<file path="src/rtl/mcm_pkg.sv">
// shared constants, controller states and command/status types for the matrix chain cost block
`timescale 1ns / 1ps

package mcm_pkg;

  localparam int MAX_DIMS  = 32;
  localparam int DIM_BITS  = 10;
  localparam int COST_BITS = 36;

  localparam int IDX_BITS  = $clog2(MAX_DIMS);
  localparam int CNT_BITS  = $clog2(MAX_DIMS + 1);
  localparam int SUM_BITS  = IDX_BITS + 1;
  localparam int TBL_DEPTH = 1 << (2 * IDX_BITS);
  localparam int PROD_BITS = 3 * DIM_BITS;
  localparam int WIDE_BITS = (PROD_BITS > COST_BITS) ? PROD_BITS : COST_BITS;

  typedef enum logic [3:0] {
    ST_IDLE,
    ST_START,
    ST_ENTRY,
    ST_LO,
    ST_HI,
    ST_SPLIT,
    ST_MUL1,
    ST_MUL2,
    ST_CMP,
    ST_WRITE,
    ST_DONE
  } state_t;

  typedef struct packed {
    logic accept;    // store one dimension beat
    logic start;     // set up the length/position loops
    logic rd_lo;     // read dim[i-1], k = i
    logic cap_lo;    // capture dim[i-1], read dim[j]
    logic cap_hi;    // capture dim[j], reset running minimum
    logic rd_split;  // read dim[k] and both sub-chain costs
    logic mul1;      // dim[i-1] * dim[k]
    logic mul2;      // * dim[j], add sub-chain costs
    logic cmp;       // total and running minimum, next split
    logic write;     // store entry, next sub-chain
    logic emit;      // load the result register, clear the chain
  } cmd_t;

  typedef struct packed {
    logic short_chain;
    logic last_split;
    logic last_entry;
  } stat_t;

endpackage

</file>
<file path="src/rtl/mcm_ctrl.sv">
// sequencer: loads the chain, walks sub-chains by length and split point, issues the result
`timescale 1ns / 1ps

module mcm_ctrl (
  input  logic           clk,
  input  logic           rst_n,
  input  logic           in_valid,
  input  logic           in_last,
  output logic           in_ready,
  output logic           out_valid,
  input  logic           out_ready,
  output mcm_pkg::cmd_t  cmd,
  input  mcm_pkg::stat_t stat
);

  mcm_pkg::state_t state_r, state_nxt;
  logic            out_valid_r, out_valid_nxt;
  logic            emit_ok;

  assign emit_ok = !out_valid_r || out_ready;

  always_comb begin
    state_nxt = state_r;
    case (state_r)
      mcm_pkg::ST_IDLE: begin
        if (in_valid && in_last) begin
          state_nxt = mcm_pkg::ST_START;
        end
      end
      mcm_pkg::ST_START: begin
        state_nxt = stat.short_chain ? mcm_pkg::ST_DONE : mcm_pkg::ST_ENTRY;
      end
      mcm_pkg::ST_ENTRY: state_nxt = mcm_pkg::ST_LO;
      mcm_pkg::ST_LO:    state_nxt = mcm_pkg::ST_HI;
      mcm_pkg::ST_HI:    state_nxt = mcm_pkg::ST_SPLIT;
      mcm_pkg::ST_SPLIT: state_nxt = mcm_pkg::ST_MUL1;
      mcm_pkg::ST_MUL1:  state_nxt = mcm_pkg::ST_MUL2;
      mcm_pkg::ST_MUL2:  state_nxt = mcm_pkg::ST_CMP;
      mcm_pkg::ST_CMP: begin
        state_nxt = stat.last_split ? mcm_pkg::ST_WRITE : mcm_pkg::ST_SPLIT;
      end
      mcm_pkg::ST_WRITE: begin
        state_nxt = stat.last_entry ? mcm_pkg::ST_DONE : mcm_pkg::ST_ENTRY;
      end
      mcm_pkg::ST_DONE: begin
        if (emit_ok) begin
          state_nxt = mcm_pkg::ST_IDLE;
        end
      end
      default: state_nxt = mcm_pkg::ST_IDLE;
    endcase
  end

  always_comb begin
    cmd      = '0;
    in_ready = 1'b0;
    case (state_r)
      mcm_pkg::ST_IDLE: begin
        in_ready   = 1'b1;
        cmd.accept = in_valid;
      end
      mcm_pkg::ST_START: cmd.start    = 1'b1;
      mcm_pkg::ST_ENTRY: cmd.rd_lo    = 1'b1;
      mcm_pkg::ST_LO:    cmd.cap_lo   = 1'b1;
      mcm_pkg::ST_HI:    cmd.cap_hi   = 1'b1;
      mcm_pkg::ST_SPLIT: cmd.rd_split = 1'b1;
      mcm_pkg::ST_MUL1:  cmd.mul1     = 1'b1;
      mcm_pkg::ST_MUL2:  cmd.mul2     = 1'b1;
      mcm_pkg::ST_CMP:   cmd.cmp      = 1'b1;
      mcm_pkg::ST_WRITE: cmd.write    = 1'b1;
      mcm_pkg::ST_DONE:  cmd.emit     = emit_ok;
      default: cmd = '0;
    endcase
  end

  // result beat stays until taken, the next chain may load meanwhile
  always_comb begin
    out_valid_nxt = out_valid_r;
    if (out_valid_r && out_ready) begin
      out_valid_nxt = 1'b0;
    end
    if (cmd.emit) begin
      out_valid_nxt = 1'b1;
    end
  end

  always_ff @(posedge clk) begin
    if (!rst_n) begin
      state_r     <= mcm_pkg::ST_IDLE;
      out_valid_r <= 1'b0;
    end else begin
      state_r     <= state_nxt;
      out_valid_r <= out_valid_nxt;
    end
  end

  assign out_valid = out_valid_r;

endmodule

</file>
<file path="config.mk">
export PLATFORM = sky130hd
export DESIGN_NAME = mcm_ctrl
export DESIGN_NICKNAME = d
export VERILOG_FILES = /design/src/rtl/mcm_pkg.sv /design/src/rtl/mcm_ctrl.sv
export SDC_FILE = /design/constraint.sdc
export NUM_CORES = 1
export LEC_CHECK = 0
export BUFFER_PORTS_ARGS = -buffer_cell sky130_fd_sc_hd__buf_2
export CAP_MARGIN = 20
export CORE_AREA = 4 4 41 43
export DETAILED_ROUTE_END_ITERATION = 8
export DIE_AREA = 0 0 45 47
export SYNTH_ARGS = -nofsm -noshare
export SYNTH_HDL_FRONTEND = slang
export SYNTH_SLANG_ARGS = --single-unit
</file>
<file path="constraint.sdc">
create_clock -name clk -period 1.72 [get_ports clk]
set_clock_uncertainty 0.05 [all_clocks]
set_input_delay 0.344 -clock clk [delete_from_list [all_inputs] [get_ports clk]]
set_output_delay 0.344 -clock clk [all_outputs]
set_load 0.1 [all_outputs]
</file>
==> results of run 1 <==
==> state kept, by name, indices dropped and copies added, names as in the netlist <==
name       cells
out_valid      1
state_r        4
==> kinds of logic after synthesis <==
kind of cell	Yosys count	synth area share, %
flip-flops	5	24.77
buffers and inverters	7	8.977
AND/OR/NAND/NOR	37	54.18
AO/OA/AOI/OAI	8	12.08
==> where the power goes <==
part	total (mW)	switching (mW)	leakage [nW]	internal [mW]
sequential	0.197	0.0466	0.0431	0.151
clock	0.132	0.0444	0.0150	0.0875
combinational	1.04	0.664	0.273	0.378
total	1.37	0.755	0.331	0.616
==> critical path, stage by stage, from the launching register on <==
cell     delay (ns)
dfxtp_4        0.35
or2_4          0.30
nor3b_4        0.23
buf_12         0.20
==> final cells by class <==
cell class                      instances  area [µm²]  area share [%]
Tap cell                               15       18.77           2.209
Multi-Input combinational cell         45       375.4           44.18
Timing Repair Buffer                   25       315.3           37.11
Sequential cell                         5       110.1           12.96
Inverter                                1       3.754          0.4418
Clock buffer                            4       26.28           3.093
==> layout by cell type, fill, tap and decap left out, types with 2 or more instances in the layout <==
cell type	synthesis	final
a21oi_1	2	2
a31oi_1	2	2
and3b_1	3	3
buf_12	0	12
buf_2	2	8
buf_4	2	4
clkbuf_4	0	3
dfxtp_2	0	2
dfxtp_4	0	2
nand2_1	5	5
nand2b_1	4	3
nand3b_1	2	2
nor2_1	9	4
nor2_2	0	2
nor2_4	0	3
nor3_4	0	4
o21ai_0	2	2
==> timing repair <==
| item | 4_1_cts | 5_1_grt |
|---|---|---|
| gates resized for setup | 6 | 8 |
| setup buffers | 0 | 1 |
| pin swaps | 1 | 3 |
| endpoints found under the setup margin | 8 | 7 |
==> routing by layer <==
metal / part of all wire [%] / global-route usage, % / up-vias
li1: - / - / 246
met1: 41 / 15.07 / 222
met2: 52 / 19.21 / 16
met3: 7.2 / 6.513 / 0
met4: 0 / 1.754 / 0
met5: 0 / 0 / -
==> cell usage after synthesis (all sizes together) <==
cell,number,area share [%]
a211o,1,2.2
a21oi,2,2.5
a31oi,2,3.1
and3,2,3.1
and3b,3,6.5
and4,1,2.2
and4bb,1,3.1
buf,4,6.2
clkbuf,2,1.9
dfxtp,5,25
inv,1,0.93
nand2,5,4.6
nand2b,4,6.2
nand3b,2,3.7
nor2,9,8.4
nor2b,2,3.1
nor3,4,5.0
nor3b,1,1.9
nor4bb,1,2.5
o21a,1,1.9
o21ai,2,2.5
or2,1,1.5
or4b,1,2.5
==> through the flow <==
step	total power [mW]	worst slack (ns)	hold WS [ns]
floorplan	0.8879	-0.1453	0.4115
global placement	1.175	0.1532	0.5140
detailed placement	1.188	0.1266	0.5151
CTS	1.344	-0.02046	0.2633
global route	1.440	-0.04530	0.2858
finish	1.371	0.002807	0.2822
==> final timing paths <==
path	startpoint	to	slack, ns	depth (start not counted)
worst min-delay path	rst_n	state_r[2]$_SDFFE_PN0P_	0.28	2
worst max-delay path	state_r[2]$_SDFFE_PN0P_	cmd[2]	0.003	3
worst max register to register	state_r[2]$_SDFFE_PN0P_	state_r[2]$_SDFFE_PN0P_	0.32	4
worst min register to register	state_r[1]$_SDFFE_PN0P_	state_r[1]$_SDFFE_PN0P_	0.52	2
==> results.toml, run 1 <==
[drt]
routed_wl_um = 1197
route.detailed.drc = 0
ant_nets = 0
first_iter_violations = 7
wl_per_cell_um = 12.60
avgViaCountPerCell = 5.095
vias = 484
drt_first_pass_iters = 4

[synth]
syn_avg_cell_area_um2 = 7.090
syn-num-nets = 65
ys_ff_latch = 5
syn_area_um2 = 404.1
yosysUniqueCellTypes = 24
synth.yosys.seq_area_share_pct = 24.77
netlist_instances = 57
yosysWarnings = 0

[clocking]
cts_hold_buf = 0
h-tree-depth = 1
cts_buffers = 3
clk_pin_slew_ns = 0.04
clkLatencyLatePin_ns = 0.24
cts_tree = "done"
cts_sinks = 5
cts-root-buf = "clkbuf_4"
clk_path_buf_depth = 2

[timing]
setup_tns_ns = 0
rsz0062_at_grt = "true"
relSlewSlack_pct = 67.92
period_share_pct = 99.84
hold_viol = 0
max_freq_mhz = 582.3
setup_viol = 0
worst_pin_slew_ns = 0.4845
drv_slew = 0
layout_min_cycle_time_ns = 1.717

[floorplan]
die-area_mm2 = 0.002115
dieHeight_um = 47
start_util_pct = 31.06
die_w_um = 45
io_pins = 21
num_rows = 13
core_mm2 = 0.001301

[cells_and_area]
stdcell_count = 95
post-route-util_pct = 65.29
fillCellCount = 118
drive_gt1_share_pct = 60.00
final_nets = 89
syn_to_final_growth_pct = 110.2
n_antenna_cell = 0
final_area_um2 = 849.6

[power_and_ir_drop]
vdd_drop_max_uv = 917.2
cellPowerDensity_mw_per_mm2 = 1614
p_leak_nw = 0.3310

[setup_path]
worstPathMaxFanout = 7
crit_required_ns = 1.33
crit_type = "reg2out"
cp-start-kind = "flop"
end_kind = "output pin"
crit_arrival_ns = 1.32

[global_routing]
antenna_found_initial = 0
grt_pass1_wl_um = 1835
grt_pass1_vias = 418
grt_overflow = 0
grt_max_degree = 13
grt_usage_pct = 12.18

[placement]
globalplace.congestion = 0.7643
dpl-instance-area_um2 = 779.5
hpwl_um = 938.4
dp_cells = 90
io_buffers = 20

[worst_hold_path]
min_path_type = "in2reg"

[run_status]
status = "finished clean"

[job]
drv_cap = 0
Power figures use the tool's default switching activity.
==> run 2: changes to the inputs <==
--- a/config.mk
+++ b/config.mk
@@ -11,4 +11,6 @@
 export DETAILED_ROUTE_END_ITERATION = 8
 export DIE_AREA = 0 0 45 47
+export PLACE_DENSITY = 0.57
+export SETUP_SLACK_MARGIN = 0.5
 export SYNTH_ARGS = -nofsm -noshare
 export SYNTH_HDL_FRONTEND = slang
==> constraint.sdc (replaced) <==
create_clock -name clk -period 1.72 [get_ports clk]
set_clock_uncertainty 0.05 [all_clocks]
set_input_delay 0.086 -clock clk [delete_from_list [all_inputs] [get_ports clk]]
set_output_delay 0.086 -clock clk [all_outputs]
set_load 0.1 [all_outputs]
==> run 2 against run 1 <==
Compared with the run above:
- combinational power grew 18%
- first-iteration DRC count unchanged
- maximum frequency is 18% higher
- non-clock buffer count rose by 12
- cell count up 13%
- routed wire length grew 24%
- register-to-register slack gained 0.03 ns
- clock-buffer cell count unchanged
- power grew 15%
- critical path depth unchanged
- setup slack better by 0.26 ns
==> results.toml, run 2 (synthesized netlist as in run 1, its figures left out) <==
[cells_and_area]
n_antenna_cell = 0
mostFrequentLayoutCells = "buf_12 (11), buf_4 (11), buf_2 (8), buf_6 (6)"
final_area_mm2 = 0.001006
fillCellCount = 94
largest_reg_flops = 4
drive_gt1_share_pct = 70.65
seqCellArea_um2 = 118.9
final_nets = 101
multi_input_area_um2 = 412.9
syn_to_final_growth_pct = 148.9
largest_register = "state_r"

[placement]
hpwl_um = 876.5
dpl-instance-area_um2 = 774.5
io_buffers = 20
globalplace.congestion = 0.7553

[power_and_ir_drop]
p_switching_mw = 0.8225
p_leak_nw = 0.4101
cellPowerDensity_mw_per_mm2 = 1564
vdd_drop_max_uv = 814.0
p_seq_share_pct = 12.8
p_comb_share_pct = 78.3
switching_share_pct = 52.29
clockPowerShare_pct = 8.9
p_int_mw = 0.7504

[drt]
drt_first_pass_iters = 4
routed_wl_um = 1482
route.detailed.drc = 0
wl_per_cell_um = 13.85
ant_nets = 0
avgViaCountPerCell = 5.168
vias = 553
first_iter_violations = 7

[job]
drv_cap = 0

[global_routing]
grt_usage_pct = 15.07
antenna_found_initial = 0
grt_overflow = 0
grt_max_degree = 9
grt_pass1_wl_um = 2235
grt_pass1_vias = 487

[timing]
period_share_pct = 84.60
relSlewSlack_pct = 67.91
max_freq_mhz = 687.2
hold_viol = 0
whs_ns = 0.006534
drv_slew = 0
layout_min_cycle_time_ns = 1.455
setup_viol = 0
setup_tns_ns = 0
worst_pin_slew_ns = 0.4847
rsz0062_at_grt = "true"

[clocking]
clkLatencyLatePin_ns = 0.25
clk_path_buf_depth = 2
cts_sinks = 5
cts_tree = "done"
cts_hold_buf = 0
clk_pin_slew_ns = 0.05
cts-root-buf = "clkbuf_4"
cts_buffers = 3
h-tree-depth = 1

[setup_path]
worstSetupStartpoint = "state_r[1]$_SDFFE_PN0P_"
rr_startpoint = "state_r[1]$_SDFFE_PN0P_"
crit_type = "reg2out"
end_kind = "output pin"
crit_arrival_ns = 1.32
worstPathMaxFanout = 6
cp-start-kind = "flop"
crit_required_ns = 1.58

[floorplan]
die-area_mm2 = 0.002115
die_w_um = 45
dieHeight_um = 47
core_mm2 = 0.001301
io_pins = 21
num_rows = 13
start_util_pct = 31.06

[worst_hold_path]
min_from = "rst_n"
min_path_type = "in2reg"

[run_status]
status = "finished clean"
## run 2: cell types whose count changed in the layout (fill, tap and decap cells not counted), sizes merged
cell,previous run,this run
buf,24,37
clkbuf,5,4
## run 2: what timing repair did
| item | 4_1_cts | 5_1_grt |
|---|---|---|
| gates resized for setup | 25 | 8 |
| setup buffers | 13 | 2 |
| hold endpoints to repair | 0 | 0 |
| pin swaps | 9 | 10 |
| endpoints found under the setup margin | 16 | 16 |
## run 2: path summary, 6_finish.rpt
path / end / slack (ns) / cells past startpoint
setup / recovery: cmd[2] / 0.26 / 3
hold / removal: state_r[2]$_SDFFE_PN0P_ / 0.007 / 2
setup reg to reg: state_r[0]$_SDFFE_PN0P_ / 0.35 / 4
hold reg to reg: state_r[1]$_SDFFE_PN0P_ / 0.57 / 3
## run 2: metal layers
metal	GRT usage [%]	routed length, µm	up-vias
met5	0	0	-
met4	3.509	0	0
met3	6.897	110	0
met2	24.58	772	21
met1	18.16	598	261
li1	-	-	271
## run 2: through the flow
stage                     total power, mW  instances  util [%]  worst slack [ns]
final                               1.573        107     77.31            0.2649
after global routing                1.630        107     77.31            0.2279
after CTS                           1.526        105     74.04            0.2630
after detailed placement            1.188         88     59.52            0.2666
after global placement              1.179         88     59.52            0.3027
after floorplan                    0.9672         57         -            0.1639
## run 2: cell type report
type                            instances  share of cell area [%]
Multi-Input combinational cell         45                   41.04
Clock buffer                            4                   2.612
Inverter                                1                  0.3731
Sequential cell                         5                   11.82
Timing Repair Buffer                   37                   42.29
Tap cell                               15                   1.866
## run 2: power groups by stage
stage	clock network [mW]	logic (mW)	registers, mW
floorplan	0	0.805	0.162
global placement	0	0.960	0.219
detailed placement	0	0.965	0.222
CTS	0.142	1.19	0.198
global route	0.156	1.27	0.203
finish	0.140	1.23	0.201
## run 2: critical path: stages (launching register included)
cell and delay (ns):
dfxtp_4 0.36, or2_4 0.28, nor3b_4 0.22, buf_12 0.20
==> run 3: changes to the inputs <==
ABC_AREA = 1   (was unset)
clock period = 1.3 ns   (was 1.72 ns; I/O delays follow)
==> run 3 against run 2 <==
Compared with the run above:
- the run now ends with negative setup slack left
- routed wire length decreased by 4.7%
- first-iteration DRC count is 14% higher
- power up 70%
- via count is 2.2% lower
==> results.toml, run 3 <==
[global_routing]
antenna_found_initial = 0
met2_usage_pct = 24.29
met1_usage_pct = 14.55
busiest_layer = "met2"
grt_pass1_wl_um = 2035
grt_use_met3_pct = 2.682
grt_pass1_vias = 524
grt_overflow = 0
grt_usage_pct = 13.11
grt_max_degree = 7

[synth]
syn-num-nets = 79
async_flop_share_pct = 0
yosysWarnings = 0
yosysTopAreaCell = "dfxtp_1"
ys_top_cells_by_count = "nand2_1 (21), inv_1 (17), nor2_1 (11)"
ys_ff_latch = 5
synthTopCellsByArea = "dfxtp_1 (27%), nand2_1 (21%), inv_1 (17%), nor2_1 (11%), nor2_2 (6.6%)"
syn_area_um2 = 376.6
synth.yosys.seq_area_share_pct = 26.58
synth-edff-count = 0
yosysUniqueCellTypes = 13
syn_avg_cell_area_um2 = 5.304
synth_top_area_share_pct = 26.58
netlist_instances = 71
yosysMostFrequentCell = "nand2_1"
ys.flop_type = "dfxtp_1"

[drt]
vias = 541
routed_wl_um = 1412
first_iter_violations = 8
ant_nets = 0
wl_per_cell_um = 11.48
drt_first_pass_iters = 4
avgViaCountPerCell = 4.398
route.detailed.drc = 0

[setup_path]
regToRegSetupSlack_ns = 0.06
cpLargestDelayFamily = "flip-flops"
crit_arrival_ns = 1.22
worstPathMaxFanout = 5
critPathMaxStageDelay_ns = 0.38
critPathSlowestCell = "dfxtp_4"
path_buf_inv = 3
critical_path.cell_chain = "inv_4 > nor2_4 > nand2_2 > clkinvlp_4 > buf_12"
crit_required_ns = 1.19
cp-start-kind = "flop"
crit_type = "reg2out"
end_kind = "output pin"

[clocking]
cts-root-buf = "clkbuf_4"
clk_pin_slew_ns = 0.04
clkLatencyLatePin_ns = 0.24
cts_sinks = 5
cts_buffers = 3
h-tree-depth = 1
clk_path_buf_depth = 2
cts_tree = "done"

[worst_hold_path]
min_path_type = "in2reg"

[cells_and_area]
fillCellCount = 85
syn_to_final_growth_pct = 174.4
final_nets = 117
layout_commonest_cell = "buf_12"
largest_reg_flops = 4
stdcell_count = 123
largest_register = "state_r"
final_area_mm2 = 0.001033
drive_gt1_share_pct = 76.85
mostFrequentLayoutCells = "buf_12 (13), nand2_2 (10), nor2_4 (10), buf_4 (10)"
n_antenna_cell = 0

[power_and_ir_drop]
cellPowerDensity_mw_per_mm2 = 2589
vdd_drop_max_uv = 1353
p_leak_nw = 0.4464
finalPower_mw = 2.675

[timing]
max_freq_mhz = 751.4
layout_min_cycle_time_ns = 1.331
period_share_pct = 102.4
rsz0062_at_grt = "true"
setup_tns_ns = -0.1380
hold_viol = 0
setup_viol = 9
drv_slew = 0
worst_pin_slew_ns = 0.2170
relSlewSlack_pct = 85.50
setup_slack_ns = -0.03077

[placement]
place_ws_ns = 0.09603
dp_cells = 105
hpwl_um = 922.6
globalplace.congestion = 0.8199
dpl-instance-area_um2 = 809.5
io_buffers = 20

[floorplan]
io_pins = 21
num_rows = 13
die-area_mm2 = 0.002115
core_mm2 = 0.001301
start_util_pct = 28.94
die_w_um = 45
dieHeight_um = 47

[run_status]
status = "finished, violations left"
violations = "negative setup slack"

[job]
drv_cap = 0
-- run 3: final cells by class --
cell class                 count  area [µm²]  share of cell area [%]
inverter                      19       107.6                   10.41
timing repair buffer          34       414.1                   40.07
tap                           15       18.77                   1.816
sequential                     5       118.9                   11.50
multi-input combinational     46       347.8                   33.66
clock buffer                   4       26.28                   2.542
-- run 3: per-layer routing --
metal	share of wire, %	up-vias
li1	-	285
met1	40	244
met2	56	12
met3	3.3	0
met4	0	0
met5	0	-
-- run 3: tightest hold or removal path, cell delays in order --
cell and delay (ns):
buf_2 0.10, nor2_4 0.04, nor2_1 0.08, nor2_1 0.05
-- run 3: repair_timing --
| action | in CTS | in global routing |
|---|---|---|
| buffers inserted | 7 | 6 |
| gates resized for setup | 15 | 12 |
| setup endpoints to repair | 18 | 18 |
| hold buffers | 1 | 0 |
| pin swaps | 9 | 9 |
| hold endpoints to repair | 1 | 0 |
-- run 3: worst paths after layout --
check / from / end / depth (start not counted)
setup / recovery: state_r[0]$_SDFFE_PN0P_ / cmd[1] / 5
hold / removal: out_ready / out_valid$_SDFFE_PN0P_ / 4
setup reg to reg: state_r[0]$_SDFFE_PN0P_ / state_r[3]$_SDFFE_PN0P_ / 8
hold reg to reg: out_valid$_SDFFE_PN0P_ / out_valid$_SDFFE_PN0P_ / 4
-- run 3: cell families (layout without fill, tap and decap cells) --
| group | count (synthesis) | count (layout) | share of synthesized area, % |
|---|---|---|---|
| AND/OR/NAND/NOR | 43 | 43 | 48.17 |
| AO/OA/AOI/OAI | 3 | 3 | 4.317 |
| buffers and inverters | 20 | 57 | 20.93 |
| flip-flops | 5 | 5 | 26.58 |
-- run 3: where the power goes --
group | total, mW | internal, mW | switching, mW
registers | 0.331 | 0.222 | 0.109
clock network | 0.179 | 0.116 | 0.0634
logic | 2.16 | 0.810 | 1.36
-- run 3: metrics by stage --
stage	util [%]	hold slack (ns)
finish	79.42	0.08692
global route	79.42	0.1115
CTS	73.17	0.06280
detailed placement	62.21	0.2162
global placement	62.21	0.2135
floorplan	-	0.1126
